`src/design/pcd_pkg.sv`:
```
`default_nettype none
package pcd_pkg;

    localparam int SAMPLE_W  = 16;
    localparam int MAX_ITEMS = 65536;
    localparam int CNT_W     = 17;
    localparam int SUM_W     = 32;
    localparam int SXY_W     = 48;
    localparam int SQ_W      = 47;
    localparam int OP_W      = 64;
    localparam int PROD_W    = 128;
    localparam int NUM_W     = 80;
    localparam int Q_W       = 15;
    localparam int DIST_W    = 16;
    localparam logic [DIST_W-1:0] ONE_Q14 = 16'd16384;

    typedef struct packed {
        logic acc_en;
        logic clear;
    } acc_ctl_t;

    typedef struct packed {
        logic sqrt_start;
        logic div_start;
    } rd_ctl_t;

endpackage
`default_nettype wire

```
`src/design/pcd_mul.sv`:
```
`default_nettype none
module pcd_mul
    import pcd_pkg::*;
(
    input  wire logic              aclk,
    input  wire logic              aresetn,
    input  wire logic              start,
    input  wire logic [OP_W-1:0]   op_a,
    input  wire logic [OP_W-1:0]   op_b,
    output logic [PROD_W-1:0]      product,
    output logic                   done
);

    logic [OP_W-1:0]   a_reg, b_reg;
    logic [2:0]        cnt_reg;
    logic              run_reg, pp_v_reg, done_reg;
    logic [63:0]       pp_reg;
    logic [1:0]        sh_reg;
    logic [PROD_W-1:0] acc_reg;
    logic [31:0]       a_limb, b_limb;

    // limb order: a0b0, a0b1, a1b0, a1b1
    assign a_limb = cnt_reg[1] ? a_reg[63:32] : a_reg[31:0];
    assign b_limb = cnt_reg[0] ? b_reg[63:32] : b_reg[31:0];

    always_ff @(posedge aclk) begin
        if (!aresetn) begin
            run_reg  <= 1'b0;
            pp_v_reg <= 1'b0;
            done_reg <= 1'b0;
            cnt_reg  <= '0;
        end else begin
            done_reg <= 1'b0;
            if (start) begin
                run_reg  <= 1'b1;
                pp_v_reg <= 1'b0;
                cnt_reg  <= '0;
            end else if (run_reg) begin
                pp_v_reg <= ~cnt_reg[2];
                cnt_reg  <= cnt_reg + 3'd1;
                if (cnt_reg[2]) begin
                    run_reg  <= 1'b0;
                    done_reg <= 1'b1;
                end
            end
        end
    end

    always_ff @(posedge aclk) begin
        if (start) begin
            a_reg   <= op_a;
            b_reg   <= op_b;
            acc_reg <= '0;
        end else if (run_reg) begin
            pp_reg <= a_limb * b_limb;
            sh_reg <= 2'(cnt_reg[1]) + 2'(cnt_reg[0]);
            if (pp_v_reg)
                acc_reg <= acc_reg + ({64'd0, pp_reg} << {sh_reg, 5'd0});
        end
    end

    assign product = acc_reg;
    assign done    = done_reg;

endmodule
`default_nettype wire

```
`config.mk`:
```
export PLATFORM = sky130hd
export DESIGN_NAME = pcd_mul
export DESIGN_NICKNAME = d
export VERILOG_FILES = /design/src/design/pcd_pkg.sv /design/src/design/pcd_mul.sv
export SDC_FILE = /design/constraint.sdc
export NUM_CORES = 2
export LEC_CHECK = 0
export BUFFER_PORTS_ARGS = -buffer_cell sky130_fd_sc_hd__buf_2
export CAP_MARGIN = 20
export CORE_ASPECT_RATIO = 2
export CORE_UTILIZATION = 65
export CTS_CLUSTER_DIAMETER = 80
export DETAILED_ROUTE_END_ITERATION = 8
export PLACE_DENSITY = 0.95
export RECOVER_POWER = 50
export SETUP_SLACK_MARGIN = 0.4
export SYNTH_ARGS = -nofsm -noshare
export SYNTH_HDL_FRONTEND = slang
export SYNTH_SLANG_ARGS = --single-unit
```
`constraint.sdc`:
```
create_clock -name aclk -period 13.82 [get_ports aclk]
set_clock_uncertainty 0.2 [all_clocks]
set_input_delay 1.382 -clock aclk [delete_from_list [all_inputs] [get_ports aclk]]
set_output_delay 1.382 -clock aclk [all_outputs]
set_load 0.02 [all_outputs]
```
==> results of run 1 <==
==> through the flow <==
step	cell area, sq um	hold slack, ns	cells	utilization (%)	setup slack (ns)
after floorplan	53400	0.2546	6111	-	4.817
after global placement	55530	0.2584	7182	68.30	3.880
after detailed placement	55540	0.2642	7183	68.32	3.687
after CTS	56730	0.2728	7245	69.78	3.722
==> Yosys cell counts, types with 5 or more instances <==
cell       number
a2111oi_0       6
a211o_1         6
a211oi_1       26
a21boi_0        7
a21o_1        103
a21oi_1       344
a221o_1         5
a221oi_1        8
a22o_1         36
a31o_2          6
a31oi_1        30
and2_1         39
and3_1         10
and4_1          5
buf_1          24
buf_2          10
clkbuf_1      275
clkbuf_8        9
dfxtp_1       134
edfxtp_1      194
fa_1          897
ha_1          391
inv_1         947
mux2_2         64
mux2i_1       100
nand2_1       815
nand2b_1       14
nand3_1        48
nand4_1        87
nor2_1        812
nor2b_1        13
nor3_1         48
nor4_1         15
o2111ai_1       6
o211ai_1       15
o21a_1         27
o21ai_0       190
o21ai_1        12
o21bai_1       47
o31ai_1        16
or2_2           6
or3_1          19
or4_1           6
xnor2_1       105
xor2_1         63
==> routing by layer <==
metal | track usage [%] | overflow
met4 | 63.33 | 5
met1 | 55.04 | 0
met2 | 85.50 | 8
met3 | 30.19 | 0
met5 | 6.905 | 0
==> logic make-up after synthesis <==
group / Yosys count
XOR/XNOR: 168
adder cells (fa/ha/maj): 1288
buffers and inverters: 1271
AO/OA/AOI/OAI: 933
AND/OR/NAND/NOR: 1958
multiplexers: 165
flip-flops: 328
==> results.toml, run 1 <==
[synthesis]
yosys.area_share.simple_pct = 15.21
ys_seq_area_share_pct = 15.93
synth_top_area_share_pct = 33.63
synth_xor_xnor_area_share_pct = 2.755
ys_ff_latch = 328
syn_area_per_cell_sq_um = 8.739
yosys_warnings = 0
synthMuxAreaShare_pct = 3.245
synth_edf_count = 194
synth_top_area_cell = "fa_1"
synth_ff_type = "edfxtp_1"
synth_area_sq_um = 53400
synth_cells = 6111
yosys-top-cells-area = "fa_1 34%, edfxtp_1 11%, ha_1 9.2%"
synth_compound_area_share_pct = 10.89
synth_fp_nets = 7530
synthArstFlopShare_pct = 0
synth_top_family_by_area = "adder cells"
ys_types = 91
synthAdderAreaFrac_pct = 42.79

[global_route]
grt_pass1_wl_mm = 349.8
grt_max_degree = 73
grt_overflow = 13
track_usage_pct = 58.44
grt_pass1_vias = 54450

[floorplanning]
rows = 148
fp.dieH_um = 407.4
io_pins = 260
die_w_um = 204.7
start_util_pct = 65.69

[placement]
gp_congestion = 1.198
portBuffers = 259
dp_hpwl_mm = 170.0

[clocking]
post_cts_resized = 0
h-tree-depth = 2
root_buffer = "clkbuf_16"
postCtsSetupBuffers = 0
cts_hold_buf = 0
cts_buffers = 35
clkSinkCount = 328
ctsLongestPathBuffers = 3

[status]
run_status = "aborted with a tool error"
stop_error = "[ERROR GRT-0116] Global routing finished with congestion. Check the congestion regions in the DRC Viewer."
haltStage = "global routing"
==> inputs of run 2 (changes only) <==
Settings changed: CORE_ASPECT_RATIO 2 to unset, CORE_UTILIZATION 65 to 40, CTS_CLUSTER_DIAMETER 80 to unset, PLACE_DENSITY 0.95 to unset, PLACE_DENSITY_LB_ADDON set to 0.15, SETUP_SLACK_MARGIN 0.4 to unset.
==> results.toml, run 2 <==
[timing]
rsz0062_at_grt = "no"
period_needed_ns = 10.74
drv_slew = 215
tns_ns = 0
worst_slack_ns = 3.077
finalCritPeriodShare_pct = 77.74
relSlewSlack_pct = -192.9
setup_viol = 0
hold_violations = 0
fmax_mhz = 93.08
worst_slew_pin_slew_ns = 4.394

[synthesis]
synth_top_area_cell = "fa_1"
synth_ff_type = "edfxtp_1"
syn_area_per_cell_sq_um = 8.739
yosys-top-cells-area = "fa_1 34%, edfxtp_1 11%, ha_1 9.2%"
ys_seq_area_share_pct = 15.93
ys_types = 91
synth_cells = 6111
synth_edf_count = 194
synthArstFlopShare_pct = 0
synth_top_area_share_pct = 33.63
synth_fp_nets = 7530
yosys_warnings = 0
ys_ff_latch = 328
synth_area_sq_um = 53400
synth_most_common_cell = "inv_1"
synth_common_cells = "947 x inv_1, 897 x fa_1, 815 x nand2_1"

[hold_path]
hold_path_class = "flop to flop"
whs_endpoint = "product[29]"
holdCritStartpoint = "product[29]"
min_path_cells = 2

[placement]
gp_congestion = 0.9834
portBuffers = 259
dp_hpwl_mm = 162.7
place_ws_ns = 3.554

[worst_setup_path]
r2r_cells = 28
cpMostUsedCell = "fa_1"
arrival_ns = 10.90
critPathKind = "flop to flop"
r2r_setup_slack_ns = 3.08
r2r-end = "pp_reg[57]"
crit_slowest_cell = "dfxtp_1"
cp_max_fo = 46
crit_path_max_incr_delay_ns = 1.10
r2r-start = "cnt_reg[0]"
critPathCaptureType = "flop"
cp.required_ns = 13.97
cp-start-kind = "flop"

[final_layout]
n_antenna_cell = 0
syn_to_final_growth_pct = 8.170
nNetsFinal = 7595
largest_reg_flops = 128
mostFrequentLayoutCells = "947 x inv_1, 897 x fa_1, 815 x nand2_1"
final_common_cell = "inv_1"
utilization_pct = 43.77
drive_above_1_share_pct = 7.716

[clocking]
clkSinkCount = 328
post_cts_resized = 0
cts_hold_buf = 0
cts_tree = "done"
clock_latency_ns = 0.64
root_buffer = "clkbuf_16"
postCtsSetupBuffers = 0
h-tree-depth = 2
ctsLongestPathBuffers = 3
cts_buffers = 40
clk_pin_slew_ns = 0.06

[drt]
ant_nets = 0
wire_per_inst_um = 25.96
via_per_inst = 5.580
totalWireLength_mm = 206.7
wl_met2_mm = 90.87
dr_total_vias = 44430
wl_met3_mm = 18.20
drt_drc_violations_left = 0
wl_met1_mm = 86.30
drtIter0Drc = 4101
top_layer = "met4"
drtPass1Iterations = 6

[global_route]
antenna_found_initial = 0
grt_pass1_vias = 45700
grt_pass1_wl_mm = 303.3
track_usage_pct = 30.53
grt_overflow = 0
grt_max_degree = 73

[floorplanning]
rows = 133
die_w_um = 367.4
start_util_pct = 40.47
core_area_sq_um = 132000
fp.dieH_um = 367.4
dieArea_sq_um = 135000
io_pins = 260

[run]
cap_viol_max_count = 3

[status]
run_status = "finished, violations left"
violations = "capacitance limit, slew limit"
==> run 2: how the worst max path moves through the flow <==
stage	end	slack (ns)	depth (start not counted)	start
floorplan	pp_reg[61]	4.82	30	cnt_reg[0]
global placement	pp_reg[57]	3.66	28	cnt_reg[0]
CTS	pp_reg[57]	3.53	28	cnt_reg[0]
detailed placement	pp_reg[57]	3.55	28	cnt_reg[0]
finish	pp_reg[57]	3.08	28	cnt_reg[0]
global route	pp_reg[57]	2.53	28	cnt_reg[0]
==> run 2: cells by family (layout without fill, tap and decap cells) <==
group                      after synthesis  count (layout)  synth area share [%]
and+or+nand+nor                       1958            1958                 15.21
adders and majority gates             1288            1288                 42.79
buffers and inverters                 1271            1368                 9.178
AOI/OAI and AO/OA                      933             933                 10.89
DFF                                    328             328                 15.93
xor gates and xnor gates               168             168                 2.755
muxes                                  165             165                 3.245
==> run 2: per-layer routing <==
metal  global-route usage, %  up-vias
li1                        -    19690
met3                   6.555      462
met1                   40.39    22160
met4                   13.86        0
met5                       0        -
met2                   47.77     2117
==> run 2: critical path: cells and delay by family, from the launching register on <==
| kind | cells | cell delay [ns] |
|---|---|---|
| flip-flops | 1 | 1.10 |
| adder cells (fa/ha/maj) | 9 | 4.33 |
| multiplexers | 1 | 0.49 |
| AND/OR/NAND/NOR | 4 | 0.99 |
| AO/OA/AOI/OAI | 6 | 1.91 |
| buffers and inverters | 8 | 1.38 |
==> run 2: final cells by class <==
type | count | area [sq um]
clock buffers | 42 | 1030
clock inverters | 32 | 396.6
fillers | 13260 | 74200
inverters | 948 | 3558
multi-input cells | 4512 | 40240
flip-flops and latches | 328 | 8512
well taps | 1755 | 2196
repair buffers | 346 | 1833
==> run 2: per-stage QoR <==
step           std cells  hold slack (ns)  instance area [sq um]
2_1_floorplan       6111           0.2546                  53400
3_3_place_gp        7887           0.2624                  56460
3_5_place_dp        7889           0.2697                  56470
4_1_cts             7963           0.2796                  57900
5_1_grt             7963           0.3003                  57760
6_report            7963           0.2769                  57760
Power of run 2 is left out: the tool's default activity adds up to more than one toggle a clock period on the data nets, which glitch-free logic cannot reach.
