===== src/design/pcd_pkg.sv =====
`default_nettype none
package pcd_pkg;

    localparam int SAMPLE_W  = 16;
    localparam int MAX_ITEMS = 65536;
    localparam int CNT_W     = 17;
    localparam int SUM_W     = 32;
    localparam int SXY_W     = 48;
    localparam int SQ_W      = 47;
    localparam int OP_W      = 64;
    localparam int PROD_W    = 128;
    localparam int NUM_W     = 80;
    localparam int Q_W       = 15;
    localparam int DIST_W    = 16;
    localparam logic [DIST_W-1:0] ONE_Q14 = 16'd16384;

    typedef struct packed {
        logic acc_en;
        logic clear;
    } acc_ctl_t;

    typedef struct packed {
        logic sqrt_start;
        logic div_start;
    } rd_ctl_t;

endpackage
`default_nettype wire


===== src/design/pcd_accum.sv =====
`default_nettype none
module pcd_accum
    import pcd_pkg::*;
(
    input  wire logic                    aclk,
    input  wire logic                    aresetn,
    input  wire acc_ctl_t                ctl,
    input  wire logic signed [SAMPLE_W-1:0] x_in,
    input  wire logic signed [SAMPLE_W-1:0] y_in,
    output logic [CNT_W-1:0]             count,
    output logic signed [SUM_W-1:0]      sum_x,
    output logic signed [SUM_W-1:0]      sum_y,
    output logic signed [SXY_W-1:0]      sum_xy,
    output logic [SQ_W-1:0]              sum_xx,
    output logic [SQ_W-1:0]              sum_yy
);

    logic [CNT_W-1:0]        count_reg;
    logic signed [SUM_W-1:0] sx_reg, sy_reg;
    logic signed [SXY_W-1:0] sxy_reg;
    logic [SQ_W-1:0]         sxx_reg, syy_reg;
    logic signed [31:0]      pxy, pxx, pyy;
    logic                    room;

    assign pxy  = x_in * y_in;
    assign pxx  = x_in * x_in;
    assign pyy  = y_in * y_in;
    assign room = count_reg < CNT_W'(MAX_ITEMS);

    always_ff @(posedge aclk) begin
        if (!aresetn || ctl.clear) begin
            count_reg <= '0;
            sx_reg    <= '0;
            sy_reg    <= '0;
            sxy_reg   <= '0;
            sxx_reg   <= '0;
            syy_reg   <= '0;
        end else if (ctl.acc_en && room) begin
            count_reg <= count_reg + CNT_W'(1);
            sx_reg    <= sx_reg + {{(SUM_W-SAMPLE_W){x_in[SAMPLE_W-1]}}, x_in};
            sy_reg    <= sy_reg + {{(SUM_W-SAMPLE_W){y_in[SAMPLE_W-1]}}, y_in};
            sxy_reg   <= sxy_reg + {{(SXY_W-32){pxy[31]}}, pxy};
            sxx_reg   <= sxx_reg + {{(SQ_W-31){1'b0}}, pxx[30:0]};
            syy_reg   <= syy_reg + {{(SQ_W-31){1'b0}}, pyy[30:0]};
        end
    end

    assign count  = count_reg;
    assign sum_x  = sx_reg;
    assign sum_y  = sy_reg;
    assign sum_xy = sxy_reg;
    assign sum_xx = sxx_reg;
    assign sum_yy = syy_reg;

endmodule
`default_nettype wire


===== config.mk =====
export PLATFORM = sky130hd
export DESIGN_NAME = pcd_accum
export DESIGN_NICKNAME = d
export VERILOG_FILES = /design/src/design/pcd_pkg.sv /design/src/design/pcd_accum.sv
export SDC_FILE = /design/constraint.sdc
export NUM_CORES = 2
export LEC_CHECK = 0
export ABC_CLOCK_PERIOD_IN_PS = 16300
export BUFFER_PORTS_ARGS = -buffer_cell sky130_fd_sc_hd__buf_2
export CAP_MARGIN = 20
export CORE_UTILIZATION = 45
export DETAILED_ROUTE_END_ITERATION = 10
export GPL_ROUTABILITY_DRIVEN = 0
export HOLD_SLACK_MARGIN = 0.05
export PLACE_DENSITY_LB_ADDON = 0.2
export SLEW_MARGIN = 25
export SYNTH_ARGS = -nofsm -noshare
export SYNTH_HDL_FRONTEND = slang
export SYNTH_SLANG_ARGS = --single-unit

===== constraint.sdc =====
create_clock -name aclk -period 16.3 [get_ports aclk]
set_input_delay 3.26 -clock aclk [delete_from_list [all_inputs] [get_ports aclk]]
set_output_delay 3.26 -clock aclk [all_outputs]
set_load 0.01 [all_outputs]

# Word-level counts from Yosys, hierarchy flattened
# Index checks and enable logic that the tools add are counted.
dict set report op_classes {
  add_sub_neg 6
  mul 3
  n_div 0
  order_cmp 1
  eq_ne 0
  n_shift 0
  mux 0
  n_bitwise 0
  n_reduce_logical 3
}
# op n
set op_table {}
lappend op_table {{$add 47x31->47} 2}
lappend op_table {{$add 32x32->32} 2}
lappend op_table {{$mul 16x16->31} 2}
lappend op_table {{$add 48x48->48} 1}
lappend op_table {{$mul 16x16->32} 1}
lappend op_table {{$add 17x1->17 const B} 1}
lappend op_table {{$lt 17x17->1 const B} 1}
lappend op_table {{$logic_and 1x1->1} 1}
lappend op_table {{$logic_not 1->1} 1}
lappend op_table {{$logic_or 1x1->1} 1}
dict set report word_totals {
  register_bits 223
  latch_bits 0
  ramBits 0
  romBits 0
  inputBits 36
  output_inout_bits 223
  wordCells 19
  memories 0
}

# Logic depth before layout (Yosys ltp)
dict set report logic_depth {
  ltp_word 2
  depth_mapped 37
}

# Worst setup path after synthesis
# Ideal clock, no wire load.
dict set report synth_path {
  path_type {input port to flip-flop}
  startpoint {input x_in[15]}
  endpoint {register sxy_reg[47], in the netlist sum_xy[47]}
  setup_time_ns 0.072
  arrival_time_ns 11.732
  slack_ns 4.497
  cell_stages 31
  n_path_buf 2
  path_cell_list {inv_1 buf_1 nor2_1 fa_1 fa_1 fa_1 fa_1 fa_1 inv_1 fa_1 inv_1 ha_1 a21oi_1 a21oi_1 or3_1 a21bo_2 o21ai_2 o22ai_1 o311a_1 a211oi_2 ha_1 clkbuf_1 a21o_1 a21oi_1 nor2_1 a2111oi_0 a21o_1 a21oi_1 or3_1 mux2i_1 mux2i_1}
}
dict set report synth_via {
  elab_chain_len 2
}
# item line_no
set synth_lines {}
lappend synth_lines {{start: declaration} pcd_accum.sv:8} ;# input wire logic signed [SAMPLE_W-1:0] x_in,
lappend synth_lines {{$mul 16x16->32} pcd_accum.sv:25} ;# assign pxy = x_in * y_in;
lappend synth_lines {{$add 48x48->48} pcd_accum.sv:42} ;# sxy_reg <= sxy_reg + {{(SXY_W-32){pxy[31]}}, pxy};
lappend synth_lines {{end signal: assignment} pcd_accum.sv:42}
lappend synth_lines {{end: declaration} pcd_accum.sv:20} ;# logic signed [SXY_W-1:0] sxy_reg;
# Every way passes these cells.
# A chain may end at the register's enable or synchronous reset.

# Final worst setup path
dict set report layout_path {
  startpoint {input y_in[11]}
  endpoint {register sxy_reg[47], in the netlist sum_xy[47]}
}
dict set report layout_via {
  elab_chain_len 2
}
# item line_no
set layout_lines {}
lappend layout_lines {{start: declaration} pcd_accum.sv:9} ;# input wire logic signed [SAMPLE_W-1:0] y_in,
lappend layout_lines {{$mul 16x16->32} pcd_accum.sv:25}
lappend layout_lines {{$add 48x48->48} pcd_accum.sv:42}
# Every way passes these cells.

==> metrics.md <==
| Metric | Value |
|---|---|
| CTS buffer count | 28 |
| Synth async-reset ratio | 0% |
| GRT Util Overall | 24.5% |
| Horiz. Die Dim | 312 um |
| H-tree depth | 1 |
| CP Class | in2reg |
| Post-Syn Nets | 6326 |
| Reg2Reg Depth | 11 |
| Final min period | 12.30 ns |
| Initial Util | 45.5% |
| Post-route clock period utilization | 75.5% |
| Cell row count | 113 |
| Slew headroom | 35.5% |
| Hold Crit Start | sum_xy[47]$_SDFFE_PP0P_ |
| RR Endpoint | sum_yy[41]$_SDFFE_PP0P_ |
| Via count | 34.6k |
| Number of flip-flops in the largest register | 48 |
| Startpoint Class | input pin |
| WL final | 118000 um |
| Post-synthesis register bit count | 223 |
| CP max stage cell | a2111oi_0 |
| Total die area | 0.0974 mm^2 |
| Post-synthesis cell type count | 83 |
| Largest family of logic cells by synthesized area | adder cells |
| Syn avg cell area | 8.43 um^2 |
| Worst hold stages | 2 |
| Least-Margin Pin Slew | 0.943 ns |
| Layout fillers | 9223 |
| Cell count after synthesis | 5135 |
| Mux cell area share after synthesis | 0.214% |
| MaxCap Viol Count | 0 |
| Adder-cell share of the synthesized area | 46.1% |
| Worst path max stage delay | 0.84 ns |
| Vias in the first global route | 35.1k |
| Largest net degree at the start of global routing | 74 |
| Fmax achieved | 81.3 MHz |
| Final routed DRC violation total | 0 |
| Final Hold Vio Count | 0 |
| Crit. End Element | register |
| Post-Synth XOR/XNOR Area | 5.20% |
| Post-route ant nets | 0 |
| R2R setup slack | 12.62 ns |
| Routed length per instance | 17.9 um |
| Final setup viols | 0 |
| Clock Sinks | 223 |
| Detail Placement HPWL | 93400 um |
| Synth Area in Compound Gates | 12.8% |
| Post-synthesis simple-gate area fraction | 15.1% |
| WHS Endpoint | sum_xy[47]$_SDFFE_PP0P_ |
| First-pass DRT Iterations | 5 |
| First-pass GRT wire length | 192000 um |
| Nets@finish | 6494 |
| Prevailing post-synth register cell | dfxtp_1 |
| CTS tree | done |
| Worst EP required | 16.81 ns |
| Clock Tree Buf Depth | 3 |
| Worst clock skew | 0.0209 ns |
| Routed vias/inst | 5.25 |
| Clock transition at path regs | 0.05 ns |
| Commonest non-fill, non-tap cells in the layout | inv_1, fa_1, nand2_1 |
| Root buf cell | clkbuf_16 |
| # resized after CTS | 0 |
| Final TNS setup | 0 ns |
| Synth-to-layout area growth | 8.26% |
| GR Overflow Total | 0 |
| Status | complete, no violations |
| Die height | 312 um |
| Cts hold-fix bufs | 0 |
| Hold/Removal Path Class | reg2reg |
| # IOs | 259 |
| Crit-path max FO | 27 |
| Critical path arrival | 12.82 ns |
| Commonest non-fill, non-tap cell in the layout | inv_1 |
| Sequential area share after synthesis | 10.3% |
| Antenna violations before repair | 3 |
| Final slew viol count | 0 |
| Syn Std Cell Area | 0.0433 mm^2 |
| Post-synth EDFFs | 0 |
| Number of I/O port buffers | 258 |
| Core ar. | 0.0952 mm^2 |
| Yosys Warn Count | 0 |
| DRT iter0 DRCs | 1952 |
| Clock Latency Late Sink | 0.59 ns |
| Post-CTS setup buffers | 0 |
| RSZ-0062 raised after global routing | no |
| Share of cells above drive strength 1 | 7.44% |
| Worst R2R Start | sum_yy[2]$_SDFFE_PP0P_ |
| Most Frequent Cell on Critical Path | fa_1 |
[layer usage]
layer	vias to the layer above	wire length, um	global-route usage [%]
li1	16600	-	-
met1	17000	52400	34.2
met2	852	56800	41.5
met3	147	6510	2.67
met4	2	2280	4.55
met5	-	7	0
[synth_stat cells (6+ instances only)]
cell,n,area [um^2]
a211o_1,10,87.6
a211oi_1,37,278
a21boi_0,12,90.1
a21o_1,105,788
a21oi_1,348,1740
a31o_2,9,78.8
a31oi_1,23,144
a41oi_1,9,78.8
and2_1,166,1040
and3_1,29,181
and4_1,6,52.6
buf_1,14,52.6
clkbuf_1,153,574
clkinv_1,6,22.5
dfxtp_1,223,4460
fa_1,729,14600
ha_1,426,5330
inv_1,1007,3780
mux2i_1,7,70.1
nand2_1,623,2340
nand2b_1,47,294
nand3_1,69,345
nand3b_1,7,52.6
nand4_1,29,181
nor2_1,294,1100
nor2b_1,29,181
nor3_1,44,220
o211a_1,7,70.1
o211ai_1,12,90.1
o21a_1,43,323
o21ai_0,153,766
o21ai_1,6,30.0
o21bai_1,26,195
o221ai_1,6,52.6
o22ai_1,7,43.8
o31ai_1,14,105
or2_2,9,56.3
or3_1,41,257
or4_1,7,52.6
xnor2_1,190,1660
xor2_1,67,587
[cell type report]
cell class	count	area, um^2	share of cell area, %
Clock buffer	37	786	1.68
Antenna cell	1	2.50	0.00534
Timing Repair Buffer	306	1650	3.53
Sequential cell	223	4460	9.53
Multi-Input combinational cell	3727	34400	73.4
Tap cell	1265	1580	3.38
Clock inverter	13	153	0.326
Inverter	1017	3820	8.15
[worst max-delay path: cells and delay by family]
kind,cells,cell delay [ns]
fa+ha+maj,8,3.41
buf+inv,8,1.59
compound gates,12,2.97
simple gates,4,1.19
mux,2,0.36
[worst max path at each step]
| stage | startpoint | end | slack, ns | depth (start not counted) |
|---|---|---|---|---|
| CTS | y_in[15] | sum_xy[47]$_SDFFE_PP0P_ | 4.02 | 33 |
| floorplan | x_in[15] | sum_xy[47]$_SDFFE_PP0P_ | 4.50 | 31 |
| finish | y_in[11] | sum_xy[47]$_SDFFE_PP0P_ | 4.00 | 34 |
| global route | y_in[15] | sum_xy[47]$_SDFFE_PP0P_ | 3.52 | 33 |
| global placement | y_in[11] | sum_xy[47]$_SDFFE_PP0P_ | 3.61 | 34 |
| detailed placement | y_in[15] | sum_xy[47]$_SDFFE_PP0P_ | 3.43 | 33 |
[stage by stage]
stage,instance area (um^2),instances,util (%),hold slack (ns),setup WS [ns]
after floorplan,43300,5135,-,0.482,4.50
after detailed placement,45900,6538,48.2,0.460,3.43
after CTS,46800,6588,49.2,0.473,4.02
after global placement,45900,6538,48.2,0.458,3.61
final,46800,6589,49.2,0.471,4.00
after global routing,46800,6588,49.2,0.492,3.52
[cells by family (layout without fill, tap and decap cells)]
logic type      after synthesis  after routing
fa+ha+maj                  1155           1155
compound gates              885            885
other cells                   0              1
flops                       223            223
xor+xnor                    257            257
mux                           9              9
simple gates               1421           1421
buf+inv                    1185           1373
Power is left out: the tool's default activity adds up to more than one toggle a clock period on the data nets, which glitch-free logic cannot reach.
