--- src/design/pcd_pkg.sv ---
`default_nettype none
package pcd_pkg;

    localparam int SAMPLE_W  = 16;
    localparam int MAX_ITEMS = 65536;
    localparam int CNT_W     = 17;
    localparam int SUM_W     = 32;
    localparam int SXY_W     = 48;
    localparam int SQ_W      = 47;
    localparam int OP_W      = 64;
    localparam int PROD_W    = 128;
    localparam int NUM_W     = 80;
    localparam int Q_W       = 15;
    localparam int DIST_W    = 16;
    localparam logic [DIST_W-1:0] ONE_Q14 = 16'd16384;

    typedef struct packed {
        logic acc_en;
        logic clear;
    } acc_ctl_t;

    typedef struct packed {
        logic sqrt_start;
        logic div_start;
    } rd_ctl_t;

endpackage
`default_nettype wire

--- src/design/pcd_rootdiv.sv ---
`default_nettype none
module pcd_rootdiv
    import pcd_pkg::*;
(
    input  wire logic              aclk,
    input  wire logic              aresetn,
    input  wire rd_ctl_t           ctl,
    input  wire logic [PROD_W-1:0] radicand,
    input  wire logic [OP_W-1:0]   cov_mag,
    output logic [Q_W-1:0]         quotient,
    output logic                   done
);

    logic [PROD_W-1:0] rad_reg;
    logic [65:0]       rem_reg;
    logic [OP_W-1:0]   root_reg;
    logic [5:0]        scnt_reg;
    logic              sqrt_run_reg, div_run_reg, done_reg;
    logic [NUM_W-1:0]  num_reg, dsh_reg;
    logic [3:0]        dcnt_reg;
    logic [Q_W-1:0]    q_reg;
    logic [67:0]       rem_sh, trial;
    logic              fits;

    assign rem_sh = {rem_reg, rad_reg[PROD_W-1 -: 2]};
    assign trial  = {2'b00, root_reg, 2'b01};
    assign fits   = num_reg >= dsh_reg;

    always_ff @(posedge aclk) begin
        if (!aresetn) begin
            sqrt_run_reg <= 1'b0;
            div_run_reg  <= 1'b0;
            done_reg     <= 1'b0;
        end else begin
            done_reg <= 1'b0;
            if (ctl.sqrt_start) begin
                sqrt_run_reg <= 1'b1;
            end else if (sqrt_run_reg && scnt_reg == 6'd0) begin
                sqrt_run_reg <= 1'b0;
                done_reg     <= 1'b1;
            end
            if (ctl.div_start) begin
                div_run_reg <= 1'b1;
            end else if (div_run_reg && (dcnt_reg == 4'd0 || (dcnt_reg == 4'd14 && fits))) begin
                div_run_reg <= 1'b0;
                done_reg    <= 1'b1;
            end
        end
    end

    always_ff @(posedge aclk) begin
        if (ctl.sqrt_start) begin
            rad_reg  <= radicand;
            rem_reg  <= '0;
            root_reg <= '0;
            scnt_reg <= 6'd63;
        end else if (sqrt_run_reg) begin
            // one root bit a step: bring down two radicand bits, try the subtraction
            rad_reg  <= rad_reg << 2;
            scnt_reg <= scnt_reg - 6'd1;
            if (rem_sh >= trial) begin
                rem_reg  <= 66'(rem_sh - trial);
                root_reg <= {root_reg[OP_W-2:0], 1'b1};
            end else begin
                rem_reg  <= rem_sh[65:0];
                root_reg <= {root_reg[OP_W-2:0], 1'b0};
            end
        end
        if (ctl.div_start) begin
            num_reg  <= {1'b0, cov_mag, 15'd0} + {16'd0, root_reg};
            dsh_reg  <= {1'b0, root_reg, 15'd0};
            dcnt_reg <= 4'd14;
            q_reg    <= '0;
        end else if (div_run_reg) begin
            // the first trial at bit 14 doubles as the saturation check
            dsh_reg  <= dsh_reg >> 1;
            dcnt_reg <= dcnt_reg - 4'd1;
            if (fits) begin
                num_reg           <= num_reg - dsh_reg;
                q_reg[dcnt_reg]   <= 1'b1;
            end
        end
    end

    assign quotient = q_reg;
    assign done     = done_reg;

endmodule
`default_nettype wire

--- config.mk ---
export PLATFORM = sky130hd
export DESIGN_NAME = pcd_rootdiv
export DESIGN_NICKNAME = d
export VERILOG_FILES = /design/src/design/pcd_pkg.sv /design/src/design/pcd_rootdiv.sv
export SDC_FILE = /design/constraint.sdc
export NUM_CORES = 1
export LEC_CHECK = 0
export BUFFER_PORTS_ARGS = -buffer_cell sky130_fd_sc_hd__buf_2
export CAP_MARGIN = 20
export CORE_MARGIN = 4
export CORE_UTILIZATION = 50
export DETAILED_ROUTE_END_ITERATION = 6
export PLACE_DENSITY = 0.78
export SYNTH_ARGS = -nofsm -noshare
export SYNTH_HDL_FRONTEND = slang
export SYNTH_SLANG_ARGS = --single-unit
--- constraint.sdc ---
create_clock -name aclk -period 7 [get_ports aclk]
set_clock_uncertainty 0.1 [all_clocks]
set_input_delay 0.7 -clock aclk [delete_from_list [all_inputs] [get_ports aclk]]
set_output_delay 0.7 -clock aclk [all_outputs]
set_load 0.05 [all_outputs]
### Word-level counts from Yosys, hierarchy flattened

Cells that the tools add are included.

| operators by class | value |
|---|---|
| $add $sub $neg | 5 |
| $lt $le $gt $ge | 4 |
| equal/unequal tests | 1 |
| multiplexer cells | 19 |
| bitwise gates (word level) | 1 |
| reduce and logical (&&, ||, !) cells | 14 |

Operator list:

| operator | number |
|---|---|
| $mux 128 | 2 |
| $mux 80 | 3 |
| $mux 79 | 2 |
| $add 79x64->80 | 1 |
| $ge 80x79->1 | 1 |
| $sub 80x79->80 | 1 |
| $ge 68x66->1 | 1 |
| $mux 66 | 1 |
| $sub 66x66->66 | 1 |
| $or 15x15->15 | 1 |
| $mux 1 | 10 |
| $reduce_bool 2->1 | 5 |
| $logic_not 6->1 | 1 |
| $sub 6x1->6 const B | 1 |
| $lt 4x5->1 const B | 1 |
| $demux 1 s4 | 1 |
| $eq 4x4->1 const B | 1 |
| $ge 4x1->1 const B | 1 |
| $logic_and 1x1->1 | 4 |
| $logic_not 4->1 | 1 |
| $reduce_and 2->1 | 2 |
| $sub 4x1->4 const B | 1 |
| $logic_or 1x1->1 | 1 |

| storage, ports and cells | value |
|---|---|
| flip-flop bits (word level) | 445 |
| input bits | 196 |
| output and inout bits | 16 |
| logic and storage cells | 56 |

### Longest topological paths before layout

| depth | value |
|---|---|
| word-level depth | 6 |
| gate-level depth with buffers | 16 |

### Least setup slack after synthesis

No wires, ideal clock.

| path | value |
|---|---|
| path kind | register to register |
| from | register num_reg[15] |
| to | register num_reg[0], enable pin |
| library setup time | 0.441 ns |
| data arrival time | 4.054 ns |
| required time | 6.459 ns |
| path slack | 2.406 ns |
| cell stages (with the launch flop) | 13 |
| cells stage by stage | edfxtp_1 ha_1 buf_2 nand4_1 or3_1 or3_1 nor3_1 a211oi_1 o21ai_1 a21oi_1 o21ai_1 o21ai_1 nand2_1 |

| on the way | value |
|---|---|
| longest elaborated chain between the ends | 3 |

Ends and longest elaborated chain:

| item | RTL line | text |
|---|---|---|
| start, declared | pcd_rootdiv.sv:19 | `logic [NUM_W-1:0] num_reg, dsh_reg;` |
| start signal, assigned | pcd_rootdiv.sv:70 | `num_reg <= {1'b0, cov_mag, 15'd0} + {16'd0, root_reg};` |
| start signal, assigned | pcd_rootdiv.sv:79 | `num_reg <= num_reg - dsh_reg;` |
| $ge 80x79->1 | pcd_rootdiv.sv:27 | `assign fits = num_reg >= dsh_reg;` |
| $reduce_bool 2->1 (no source line) | - |  |
| $reduce_and 2->1 (no source line) | - |  |

Every way passes these cells.
A chain may end at the register's enable or synchronous reset.

### Worst setup path after layout

| path | value |
|---|---|
| from | register dsh_reg[15] |
| to | register num_reg[0], enable pin |

| on the way | value |
|---|---|
| longest elaborated chain between the ends | 3 |

Ends and longest elaborated chain:

| item | RTL line | text |
|---|---|---|
| start, declared | pcd_rootdiv.sv:19 |  |
| start signal, assigned | pcd_rootdiv.sv:71 | `dsh_reg <= {1'b0, root_reg, 15'd0};` |
| start signal, assigned | pcd_rootdiv.sv:76 | `dsh_reg <= dsh_reg >> 1;` |
| $ge 80x79->1 | pcd_rootdiv.sv:27 |  |
| $reduce_bool 2->1 (no source line) | - |  |
| $reduce_and 2->1 (no source line) | - |  |

Every way passes these cells.

==> impl_metrics.yaml <==
status:
  status: "complete, no violations"
synthesis:
  synth_edf_count: 272
  synthMuxAreaShare: 0.0853
  synth_warnings: 0
  synth_xor_area_frac: 0.0570
  synth_nets: 3703
  yosys.area_share.simple: 0.128
  synthAdderAreaFrac: 0.0836
  synth_compound_area_frac: 0.210
  ys_seq_area_frac: 0.384
  ys.flop_type: "edfxtp_1"
  synth_top_family_by_area: "compound AO/OA/AOI/OAI gates"
  netlist-cell-type-count: 95
  syn_inst: 3306
  synth_area_sq_um: 30300
  synth_area_per_cell_sq_um: 9.16
  ys_ff_latch: 445
  async_reset_ff_frac: 0
timing:
  period_needed_ns: 4.84
  rsz0062_at_grt: "false"
  tns_ns: 0
  hold_viol_final: 0
  max_freq_ghz: 0.207
  setup_slack_ns: 2.16
  relSlewSlack: 0.252
  worst_pin_slew_ns: 1.12
  finalSetupViolCount: 0
  finalCritPeriodShare: 0.691
  maxSlewViolCount: 0
floorplanning:
  rows: 89
  die_y_microns: 254
  initial_core_util: 0.509
  dieArea_sq_um: 64500
  coreArea_sq_um: 59500
  io_pins: 212
  dieWidth_microns: 254
finish:
  drive_above_1_share: 0.145
  final_cell_mix: "295 x a21oi_1, 294 x nor2_1, 272 x edfxtp_1"
  final_area_sq_um: 33600
  final_common_cell: "a21oi_1"
  multi_input_area_sq_um: 17100
  fillCellCount: 5417
  finalNetCount: 3810
  fin_util: 0.566
  largest_reg_flops: 128
  areaGrowthSynthToFinish_pct: 11.1
  regArea_sq_um: 11600
worst_setup_path:
  r2r_start: "dsh_reg[15]"
  critPathRequiredTime_ns: 7.14
  cp-end-kind: "flop"
  crit_chain: "inv_1 > ha_1 > nand4_1 > or3_1 > or3_1 > nor3_1 > a211oi_1 > o21ai_1 > a21oi_1 > o21ai_1 > o21ai_1 > nand2_4 > buf_4"
  worst_path_max_delay_cell: "nand2_4"
  path_common_cell: "o21ai_1"
  crit_path_end: "num_reg[0]"
  crit_type: "reg2reg"
  max_stage_delay_ns: 0.60
  reg2reg_to: "num_reg[0]"
  crit_path_max_fanout: 39
  cp-start-kind: "flop"
  rrSetupSlack_ns: 2.16
  crit_start: "dsh_reg[15]"
  ff2ff_path_depth: 13
  cp.arrival_ns: 4.98
worst_hold_path:
  min_from: "aresetn"
  hp-class: "in2reg"
route:
  routed_wl_microns: 85300
  drt_first_pass_iters: 6
  via_per_inst: 5.94
  postRouteAntennaNets: 0
  drcViolationCount: 0
  wire_per_inst_microns: 20.2
  drt_iter0_drc: 1994
  num_vias: 25100
global_route:
  grt_pass1_wl_microns: 131000
  grt_start_max_net_pins: 103
  grt_pass1_vias: 23700
  grt-ovfl-total: 0
  grt_use_total: 0.254
  antenna_found_initial: 2
placed_design:
  portBuffers: 211
  place_ws_ns: 2.31
  place_congestion: 0.979
  place_area_sq_um: 31800
  dpl.hpwl_microns: 64000
clock_network:
  cts_max_path_buffers: 3
  clock_sinks: 445
  cts_tree: "done"
  numCtsBuffers: 52
  cts_hold_buf: 0
  clock_latency_ns: 0.62
  root_buffer: "clkbuf_16"
  htreeDepth: 2
  cts_resized: 0
  clk_pin_slew_worst_paths_ns: 0.06
  cts_setup_buffers: 0
flow_run:
  cap_violations: 0
pwr:
  cellPowerDensity_nw_per_um2: 399
  p_leak_uw: 0.0139
  ir_worst_vdd_mv: 0.467
synth_stat cells, types with 26 or more instances:
cell type    n  area [sq um]
nor2_1     295          1110
a211oi_1    51           383
a21o_1     120           901
nand4_1     56           350
mux2_2     128          1440
nand2b_1    29           181
mux2i_1    106          1060
xor2_1      83           727
nor2b_1     28           175
o21bai_1    44           330
nor3_1      40           200
buf_2       26           130
xnor2_1    114           998
dfxtp_1    173          3460
nand2_1    240           901
ha_1       199          2490
nand3_1     54           270
o21ai_0    179           896
o22ai_1     53           332
o21ai_1     33           165
edfxtp_1   272          8170
o21a_1      32           240
a21oi_1    295          1480
clkbuf_1   126           473
inv_1      219           822
layer usage:
| metal | part of all wire | GRT usage | up-vias | wire length [microns] |
|---|---|---|---|---|
| li1 | - | - | 12300 | - |
| met1 | 0.44 | 0.346 | 12000 | 37200 |
| met2 | 0.48 | 0.426 | 774 | 40600 |
| met3 | 0.055 | 0.0273 | 137 | 4690 |
| met4 | 0.033 | 0.0850 | 0 | 2800 |
| met5 | 0 | 0 | - | 0 |
where the power goes:
part	internal (uW)	switching, uW	leakage [uW]
Sequential	3290	223	0.00419
Clock	1720	1180	0.000896
Combinational	2840	4170	0.00879
Total	7850	5580	0.0139
stage by stage:
stage,cells,power (uW),hold slack [ns]
4_1_cts,4229,13400,0.225
3_5_place_dp,4131,10400,0.349
3_3_place_gp,4131,10400,0.339
6_report,4233,13400,0.246
2_1_floorplan,3306,9020,0.342
5_1_grt,4232,14300,0.257
cells by family (layout without fill, tap and decap cells):
kind of cell,after synthesis,after routing
XOR/XNOR,197,197
multiplexers,241,241
adder cells (fa/ha/maj),201,201
AO/OA/AOI/OAI,985,985
AND/OR/NAND/NOR,838,838
buffers and inverters,399,550
flip-flops,445,445
other,0,3
worst max-delay path, delay by kind of cell, from the launching register on:
family / cells / cell delay (ns)
adder cells (fa/ha/maj): 1 / 0.40
buffers and inverters: 2 / 0.53
AO/OA/AOI/OAI: 5 / 0.96
flip-flops: 1 / 0.35
AND/OR/NAND/NOR: 5 / 2.08
layout make-up:
class	instances	area share
Clock inverter	34	0.0114
Tap cell	773	0.0287
Multi-Input combinational cell	2462	0.509
Antenna cell	3	0.000223
Inverter	222	0.0249
Sequential cell	445	0.346
Clock buffer	64	0.0434
Timing Repair Buffer	230	0.0369
worst min path at each step:
stage,end,cells past startpoint
floorplan,rem_reg[3],2
global placement,quotient[14],1
detailed placement,quotient[14],1
CTS,done,2
global route,done,2
finish,done,2
Power figures use the tool's default switching activity.
